===== src/rtl/sjf_pkg.sv =====
// Shared constants, word types and controller states for the SJF scheduler.
package sjf_pkg;

  localparam int MAX_JOBS = 16;
  localparam int IDX_W    = (MAX_JOBS > 1) ? $clog2(MAX_JOBS) : 1;
  localparam int CNT_W    = $clog2(MAX_JOBS + 1);
  localparam int TICK_W   = 12;
  localparam int TIME_W   = 17;
  localparam int JOBNUM_W = 5;
  localparam int ENTRY_W  = 2 * TICK_W;
  localparam logic [TIME_W-1:0] CLOCK_MAX = {TIME_W{1'b1}};

  typedef struct packed {
    logic [TICK_W-1:0] arrival_time;
    logic [TICK_W-1:0] burst_time;
    logic              final_entry;
  } sjf_in_t;

  typedef struct packed {
    logic [JOBNUM_W-1:0] job_number;
    logic [TIME_W-1:0]   finish_time;
    logic [TIME_W-1:0]   turnaround;
    logic [TIME_W-1:0]   waiting;
    logic                last_result;
  } sjf_out_t;

  typedef enum logic [2:0] {
    ST_IDLE,
    ST_SCAN,
    ST_SCAN_LAST,
    ST_DECIDE,
    ST_EMIT
  } sjf_state_t;

endpackage


===== src/rtl/sjf_ram.sv =====
// Generic single-port synchronous RAM with registered read.
module sjf_ram #(
  parameter int WIDTH = 8,
  parameter int DEPTH = 16,
  parameter int ADDR_W = (DEPTH > 1) ? $clog2(DEPTH) : 1
) (
  input  logic              clk,
  input  logic              we,
  input  logic [ADDR_W-1:0] addr,
  input  logic [WIDTH-1:0]  wdata,
  output logic [WIDTH-1:0]  rdata
);

  logic [WIDTH-1:0] mem [DEPTH];

  always_ff @(posedge clk) begin
    if (we) begin
      mem[addr] <= wdata;
    end
    rdata <= mem[addr];
  end

endmodule


===== src/rtl/sjf_nonpreemptive_scheduler_top.sv =====
// Non-preemptive shortest-job-first scheduler: job store, scan controller and result output.
// Loading: one job word per cycle; busy stays low until the word marked final.
// Scheduling: each decision scans the stored jobs through the job RAM read port (ST_SCAN,
//   ST_SCAN_LAST, ST_DECIDE), then ST_EMIT for a job result or a rescan for an idle tick.
// A result strobe is registered in ST_EMIT, after ST_DECIDE picks its job; the receiver cannot stall.
// Reset (synchronous, active low) clears the job count, clock, done flags and state;
//   the job RAM is not cleared, and its read data is used only from written entries.
module sjf_nonpreemptive_scheduler_top (
  input  logic              clk,
  input  logic              rst_n,
  input  logic              start,
  output logic              busy,
  input  sjf_pkg::sjf_in_t  in_data,
  output logic              out_valid,
  output sjf_pkg::sjf_out_t out_data
);
  import sjf_pkg::*;

  sjf_state_t state_r, state_nxt;

  logic [CNT_W-1:0]    count_r, count_nxt;
  logic [CNT_W-1:0]    finished_r, finished_nxt;
  logic [TIME_W-1:0]   clock_r, clock_nxt;
  logic [MAX_JOBS-1:0] done_r, done_nxt;
  logic [IDX_W-1:0]    scan_idx_r, scan_idx_nxt;
  logic                rd_v_r, rd_v_nxt;
  logic [IDX_W-1:0]    rd_idx_r, rd_idx_nxt;
  logic                found_r, found_nxt;
  logic [IDX_W-1:0]    best_idx_r, best_idx_nxt;
  logic [TICK_W-1:0]   best_burst_r, best_burst_nxt;
  logic [TICK_W-1:0]   best_arr_r, best_arr_nxt;
  logic                out_valid_r, out_valid_nxt;
  sjf_out_t            out_data_r, out_data_nxt;

  logic               ram_we;
  logic [IDX_W-1:0]   ram_addr;
  logic [ENTRY_W-1:0] ram_wdata, ram_rdata;
  logic [TICK_W-1:0]  rd_arr, rd_burst;
  logic               accept;
  logic               candidate;
  logic [TIME_W:0]    fin_sum;
  logic [TIME_W-1:0]  tat;
  logic [TIME_W-1:0]  burst_ext;

  sjf_ram #(.WIDTH(ENTRY_W), .DEPTH(MAX_JOBS)) u_job_ram (
    .clk   (clk),
    .we    (ram_we),
    .addr  (ram_addr),
    .wdata (ram_wdata),
    .rdata (ram_rdata)
  );

  assign accept    = start && (state_r == ST_IDLE);
  assign ram_wdata = {in_data.arrival_time, in_data.burst_time};
  assign rd_arr    = ram_rdata[ENTRY_W-1:TICK_W];
  assign rd_burst  = ram_rdata[TICK_W-1:0];
  assign candidate = rd_v_r && !done_r[rd_idx_r] &&
                     (TIME_W'(rd_arr) <= clock_r) &&
                     (!found_r || (rd_burst < best_burst_r));
  assign fin_sum   = {1'b0, clock_r} + (TIME_W + 1)'(best_burst_r);
  assign burst_ext = TIME_W'(best_burst_r);
  assign tat       = clock_r - TIME_W'(best_arr_r);

  always_ff @(posedge clk) begin
    if (!rst_n) begin
      state_r     <= ST_IDLE;
      count_r     <= '0;
      finished_r  <= '0;
      clock_r     <= '0;
      done_r      <= '0;
      scan_idx_r  <= '0;
      rd_v_r      <= 1'b0;
      found_r     <= 1'b0;
      out_valid_r <= 1'b0;
    end else begin
      state_r     <= state_nxt;
      count_r     <= count_nxt;
      finished_r  <= finished_nxt;
      clock_r     <= clock_nxt;
      done_r      <= done_nxt;
      scan_idx_r  <= scan_idx_nxt;
      rd_v_r      <= rd_v_nxt;
      found_r     <= found_nxt;
      out_valid_r <= out_valid_nxt;
    end
  end

  always_ff @(posedge clk) begin
    rd_idx_r     <= rd_idx_nxt;
    best_idx_r   <= best_idx_nxt;
    best_burst_r <= best_burst_nxt;
    best_arr_r   <= best_arr_nxt;
    out_data_r   <= out_data_nxt;
  end

  always_comb begin
    state_nxt      = state_r;
    count_nxt      = count_r;
    finished_nxt   = finished_r;
    clock_nxt      = clock_r;
    done_nxt       = done_r;
    scan_idx_nxt   = scan_idx_r;
    rd_v_nxt       = 1'b0;
    rd_idx_nxt     = scan_idx_r;
    found_nxt      = found_r;
    best_idx_nxt   = best_idx_r;
    best_burst_nxt = best_burst_r;
    best_arr_nxt   = best_arr_r;
    out_valid_nxt  = 1'b0;
    out_data_nxt   = out_data_r;
    ram_we         = 1'b0;
    ram_addr       = scan_idx_r;

    if (candidate) begin
      found_nxt      = 1'b1;
      best_idx_nxt   = rd_idx_r;
      best_burst_nxt = rd_burst;
      best_arr_nxt   = rd_arr;
    end

    case (state_r)
      ST_IDLE: begin
        ram_addr = count_r[IDX_W-1:0];
        if (accept) begin
          if (count_r < CNT_W'(MAX_JOBS)) begin
            ram_we    = 1'b1;
            count_nxt = count_r + CNT_W'(1);
          end
          if (in_data.final_entry) begin
            state_nxt    = ST_SCAN;
            scan_idx_nxt = '0;
            found_nxt    = 1'b0;
          end
        end
      end
      ST_SCAN: begin
        rd_v_nxt = 1'b1;
        if (CNT_W'({1'b0, scan_idx_r}) + CNT_W'(1) == count_r) begin
          state_nxt = ST_SCAN_LAST;
        end else begin
          scan_idx_nxt = scan_idx_r + IDX_W'(1);
        end
      end
      ST_SCAN_LAST: begin
        state_nxt = ST_DECIDE;
      end
      ST_DECIDE: begin
        if (found_r) begin
          clock_nxt = fin_sum[TIME_W] ? CLOCK_MAX : fin_sum[TIME_W-1:0];
          state_nxt = ST_EMIT;
        end else begin
          if (clock_r != CLOCK_MAX) begin
            clock_nxt = clock_r + TIME_W'(1);
          end
          state_nxt    = ST_SCAN;
          scan_idx_nxt = '0;
        end
      end
      ST_EMIT: begin
        out_valid_nxt            = 1'b1;
        out_data_nxt.job_number  = JOBNUM_W'(32'(best_idx_r) + 1);
        out_data_nxt.finish_time = clock_r;
        out_data_nxt.turnaround  = tat;
        out_data_nxt.waiting     = (tat >= burst_ext) ? (tat - burst_ext) : '0;
        out_data_nxt.last_result = (finished_r + CNT_W'(1) == count_r);
        done_nxt[best_idx_r]     = 1'b1;
        finished_nxt             = finished_r + CNT_W'(1);
        if (finished_r + CNT_W'(1) == count_r) begin
          state_nxt    = ST_IDLE;
          count_nxt    = '0;
          finished_nxt = '0;
          clock_nxt    = '0;
          done_nxt     = '0;
        end else begin
          state_nxt    = ST_SCAN;
          scan_idx_nxt = '0;
          found_nxt    = 1'b0;
        end
      end
      default: begin
        state_nxt = ST_IDLE;
      end
    endcase
  end

  assign busy      = (state_r != ST_IDLE);
  assign out_valid = out_valid_r;
  assign out_data  = out_data_r;

endmodule


===== config.mk =====
export PLATFORM = sky130hd
export DESIGN_NAME = sjf_nonpreemptive_scheduler_top
export DESIGN_NICKNAME = d
export VERILOG_FILES = /design/src/rtl/sjf_pkg.sv /design/src/rtl/sjf_ram.sv /design/src/rtl/sjf_nonpreemptive_scheduler_top.sv
export SDC_FILE = /design/constraint.sdc
export NUM_CORES = 1
export LEC_CHECK = 0
export ABC_AREA = 1
export BUFFER_PORTS_ARGS = -buffer_cell sky130_fd_sc_hd__buf_4
export CORE_UTILIZATION = 50
export CTS_BUF_LIST = sky130_fd_sc_hd__clkbuf_8 sky130_fd_sc_hd__clkbuf_16
export CTS_CLUSTER_DIAMETER = 60
export DETAILED_ROUTE_END_ITERATION = 8
export PLACE_DENSITY = 0.71
export RECOVER_POWER = 50
export SLEW_MARGIN = 20
export SYNTH_ARGS = -nofsm -noshare
export SYNTH_HDL_FRONTEND = slang
export SYNTH_HIERARCHICAL = 1
export SYNTH_SLANG_ARGS = --single-unit
export TNS_END_PERCENT = 1

===== constraint.sdc =====
create_clock -name clk -period 5.62 [get_ports clk]
set_input_delay 1.124 -clock clk [delete_from_list [all_inputs] [get_ports clk]]
set_output_delay 1.124 -clock clk [all_outputs]
set_load 0.02 [all_outputs]

==> results_dict.tcl <==
set metrics [dict create \
    status "finished clean" \
    cp_cell_sequence "inv_1 -> ha_1 -> inv_1 -> fa_1 -> nand3_1 -> nand3_1 -> nand2_1 -> nand2_1 -> xor2_1 -> ha_1 -> a21oi_1 -> a21boi_0 -> nand3_1 -> nand3_1 -> nand3_1 -> nor2_2 -> nand2_1 -> and2_1" \
    avgSynthCellArea_sq_um 9.36 \
    hold_viol_final 0 \
    tritoncts "done" \
    clockPowerShare_pct 30.0 \
    wl_um 62400 \
    vias_per_cell 5.24 \
    setup_tns_ps 0 \
    synth_ff_type "edfxtp_1" \
    postCtsSetupBuffers 0 \
    ys_seq_elements 550 \
    p_leak_uw 0.0122 \
    seq_area_frac_synth_pct 61.4 \
    ctsHoldBuffers 0 \
    p_sw_uw 4350 \
    final.setup_skew_ps 26.6 \
    synth_mux_area_share_pct 0 \
    max_stage_delay_ps 450 \
    worstPathRequired_ps 5990 \
    clockBufferDepth 3 \
    nets 2914 \
    synth_edf_count 469 \
    swShare_pct 35.4 \
    dr.pass1.iters 5 \
    drv_cap 0 \
    start_kind "register" \
    final_antenna_net_count 0 \
    end_kind "register" \
    rows 82 \
    yosys_warnings 6 \
    drive_gt1_share_pct 7.05 \
    grt_overflow 0 \
    combPwrFrac_pct 28.8 \
    synth_fp_nets 2831 \
    synth-adder-area-share_pct 3.56 \
    numClockSinks 550 \
    p_per_area_nw_per_um2 431 \
    syn_inst 2732 \
    regArea_sq_um 15700 \
    ys_async_sr_fraction_pct 0 \
    fmax_mhz 259 \
    design_area_sq_um 28500 \
    cts_buffers 57 \
    htreeDepth 2 \
    wl_per_cell_um 17.6 \
    synth_top_family_by_area "simple AND/OR/NAND/NOR gates" \
    vias 18500 \
    min_path_type "reg2reg" \
    setup_viol 0 \
    pin_count 87 \
    area_growth_pct 11.5 \
    clock_latency_ps 640 \
    die_w_um 228 \
    grt_pass1_wl_um 99000 \
    synth_compound_gate_area_share_pct 3.90 \
    antenna_found_initial 2 \
    gp_congestion 0.916 \
    power_uw 12300 \
    slowest_stage "nor2_2" \
    place_hpwl_um 38400 \
    crit_fanout 13 \
    design.core.area_sq_um 50300 \
    cts_resized 0 \
    finalCritPeriodShare_pct 68.7 \
    die_h_um 228 \
    groute.usage.overall_pct 24.3 \
    synth-xor-area-share_pct 1.47 \
    dpl-instance-area_sq_um 26800 \
    fill_cells 4353 \
    start_util_pct 50.8 \
    tightestPinTransition_ps 1340 \
    multiInputGateArea_sq_um 8540 \
    slew-limit-headroom_pct 10.9 \
    port_buffers 86 \
    drc 0 \
    clockRootBuffer "clkbuf_16" \
    rsz0062_at_grt "no" \
    worstSetupPathType "reg2reg" \
    yosys.area_share.simple_pct 24.3 \
    worstPathArrival_ps 4230 \
    syn_area_sq_um 25600 \
    period_minus_slack_ps 3860 \
    design.die.area_sq_um 52000 \
    clkTransAtPathRegs_ps 60 \
    drt_iter0_drc 1814 \
    synth.distinct_cells 48 \
    grt_pass1_vias 18100 \
    grt_max_degree 153 \
    final_max_slew_viol_count 0 \
    vdd_drop_max_uv 445 \
    intPower_uw 7940 \
    pwr-share-seq_pct 41.1 \
    cpMostUsedCell "nand3_1" \
]
[through the flow]
step	std cells	hold slack, ps	util (%)	worst slack, ps
finish	3537	403	56.7	1760
CTS	3536	398	57.0	1780
global route	3537	417	56.7	1440
detailed placement	3428	394	53.3	1800
global placement	3428	396	53.3	1930
floorplan	2732	368	-	2500
[cells by family after synthesis]
kind of cell	after synthesis
and+or+nand+nor	1583
buffers and inverters	312
DFF	550
AOI/OAI and AO/OA	174
xor gates and xnor gates	42
adders and majority gates	71
[synth_stat cells (11+ instances only)]
master / instances / share of area [%]
xor2_1: 25 / 0.86
buf_6: 14 / 0.62
nand3_1: 85 / 1.7
nand2_1: 1307 / 19
dfxtp_1: 81 / 6.3
xnor2_1: 16 / 0.55
ha_1: 68 / 3.3
buf_2: 33 / 0.65
nor3_1: 13 / 0.25
edfxtp_1: 469 / 55
o31ai_1: 11 / 0.32
buf_4: 13 / 0.38
buf_1: 11 / 0.16
nand4_1: 16 / 0.39
clkbuf_1: 21 / 0.31
inv_1: 214 / 3.1
o21ai_0: 48 / 0.94
nor2_1: 140 / 2.1
a21oi_1: 75 / 1.5
[final timing paths]
path | startpoint | endpoint | slack [ps] | cells past startpoint
worst max-delay path | clock_r[0]$_SDFFE_PN0P_ | out_data[12]$_SDFFCE_PN0P_ | 1760 | 18
worst min-delay path | rd_idx_nxt[3]$_SDFFE_PN0P_ | rd_idx_r[3]$_DFF_P_ | 400 | 0
worst max register to register | clock_r[0]$_SDFFE_PN0P_ | out_data[12]$_SDFFCE_PN0P_ | 1760 | 18
worst min register to register | rd_idx_nxt[3]$_SDFFE_PN0P_ | rd_idx_r[3]$_DFF_P_ | 400 | 0
[metal layers]
metal  up-vias  share of wire (%)  track usage (%)
met5         -              0.027                0
met3       136                6.8             3.79
met1      8662                 42             31.9
li1       9033                  -                -
met2       686                 48             41.3
met4         2                3.0             7.55
[critical path: cells and delay by family (launching register included)]
family                     cells  cell delay (ps)
and+or+nand+nor               10             1590
adders and majority gates      3              940
DFF                            1              380
AOI/OAI and AO/OA              2              380
xor gates and xnor gates       1              170
buffers and inverters          2              140
[power by group through the flow]
stage	Sequential, uW	Combinational, uW	Clock, uW
after floorplan	5030	2680	0
after global placement	5120	3440	0
after detailed placement	5130	3520	0
after CTS	5050	3540	3770
after global routing	5070	4040	3920
final	5050	3540	3690
[sequential cells by signal (all words and copies together) (netlist names), 12 cells and up]
name and count:
best_burst_r 12, best_arr_r 12, u_job_ram/rdata 24, clock_r 17, done_r 16, u_job_ram/mem 384, out_data 57
[cell usage in the layout, fill, tap and decap left out, types with 5 or more instances in the layout]
cell,count
clkbuf_16,57
inv_6,5
clkbuf_1,42
nand3_1,86
o31ai_1,11
a21boi_1,5
nand2_1,1307
xor2_1,25
nor2_2,24
xnor2_1,16
clkinv_2,11
a21oi_1,75
a31oi_1,7
inv_1,222
o211ai_1,5
nor2_1,121
nor3_1,13
nand4_1,16
o21ai_0,46
edfxtp_1,469
a21o_1,5
dfxtp_1,81
buf_4,73
clkinv_1,15
ha_1,68
[layout make-up]
cell class | instances | area share (%)
diodes | 1 | 0.00878
clock buffers | 57 | 5.01
clock inverters | 51 | 1.50
inverters | 220 | 2.91
multi-input cells | 1870 | 30.0
flip-flops and latches | 550 | 55.1
well taps | 672 | 2.95
repair buffers | 116 | 2.55
(Power assumes the default switching activity.)
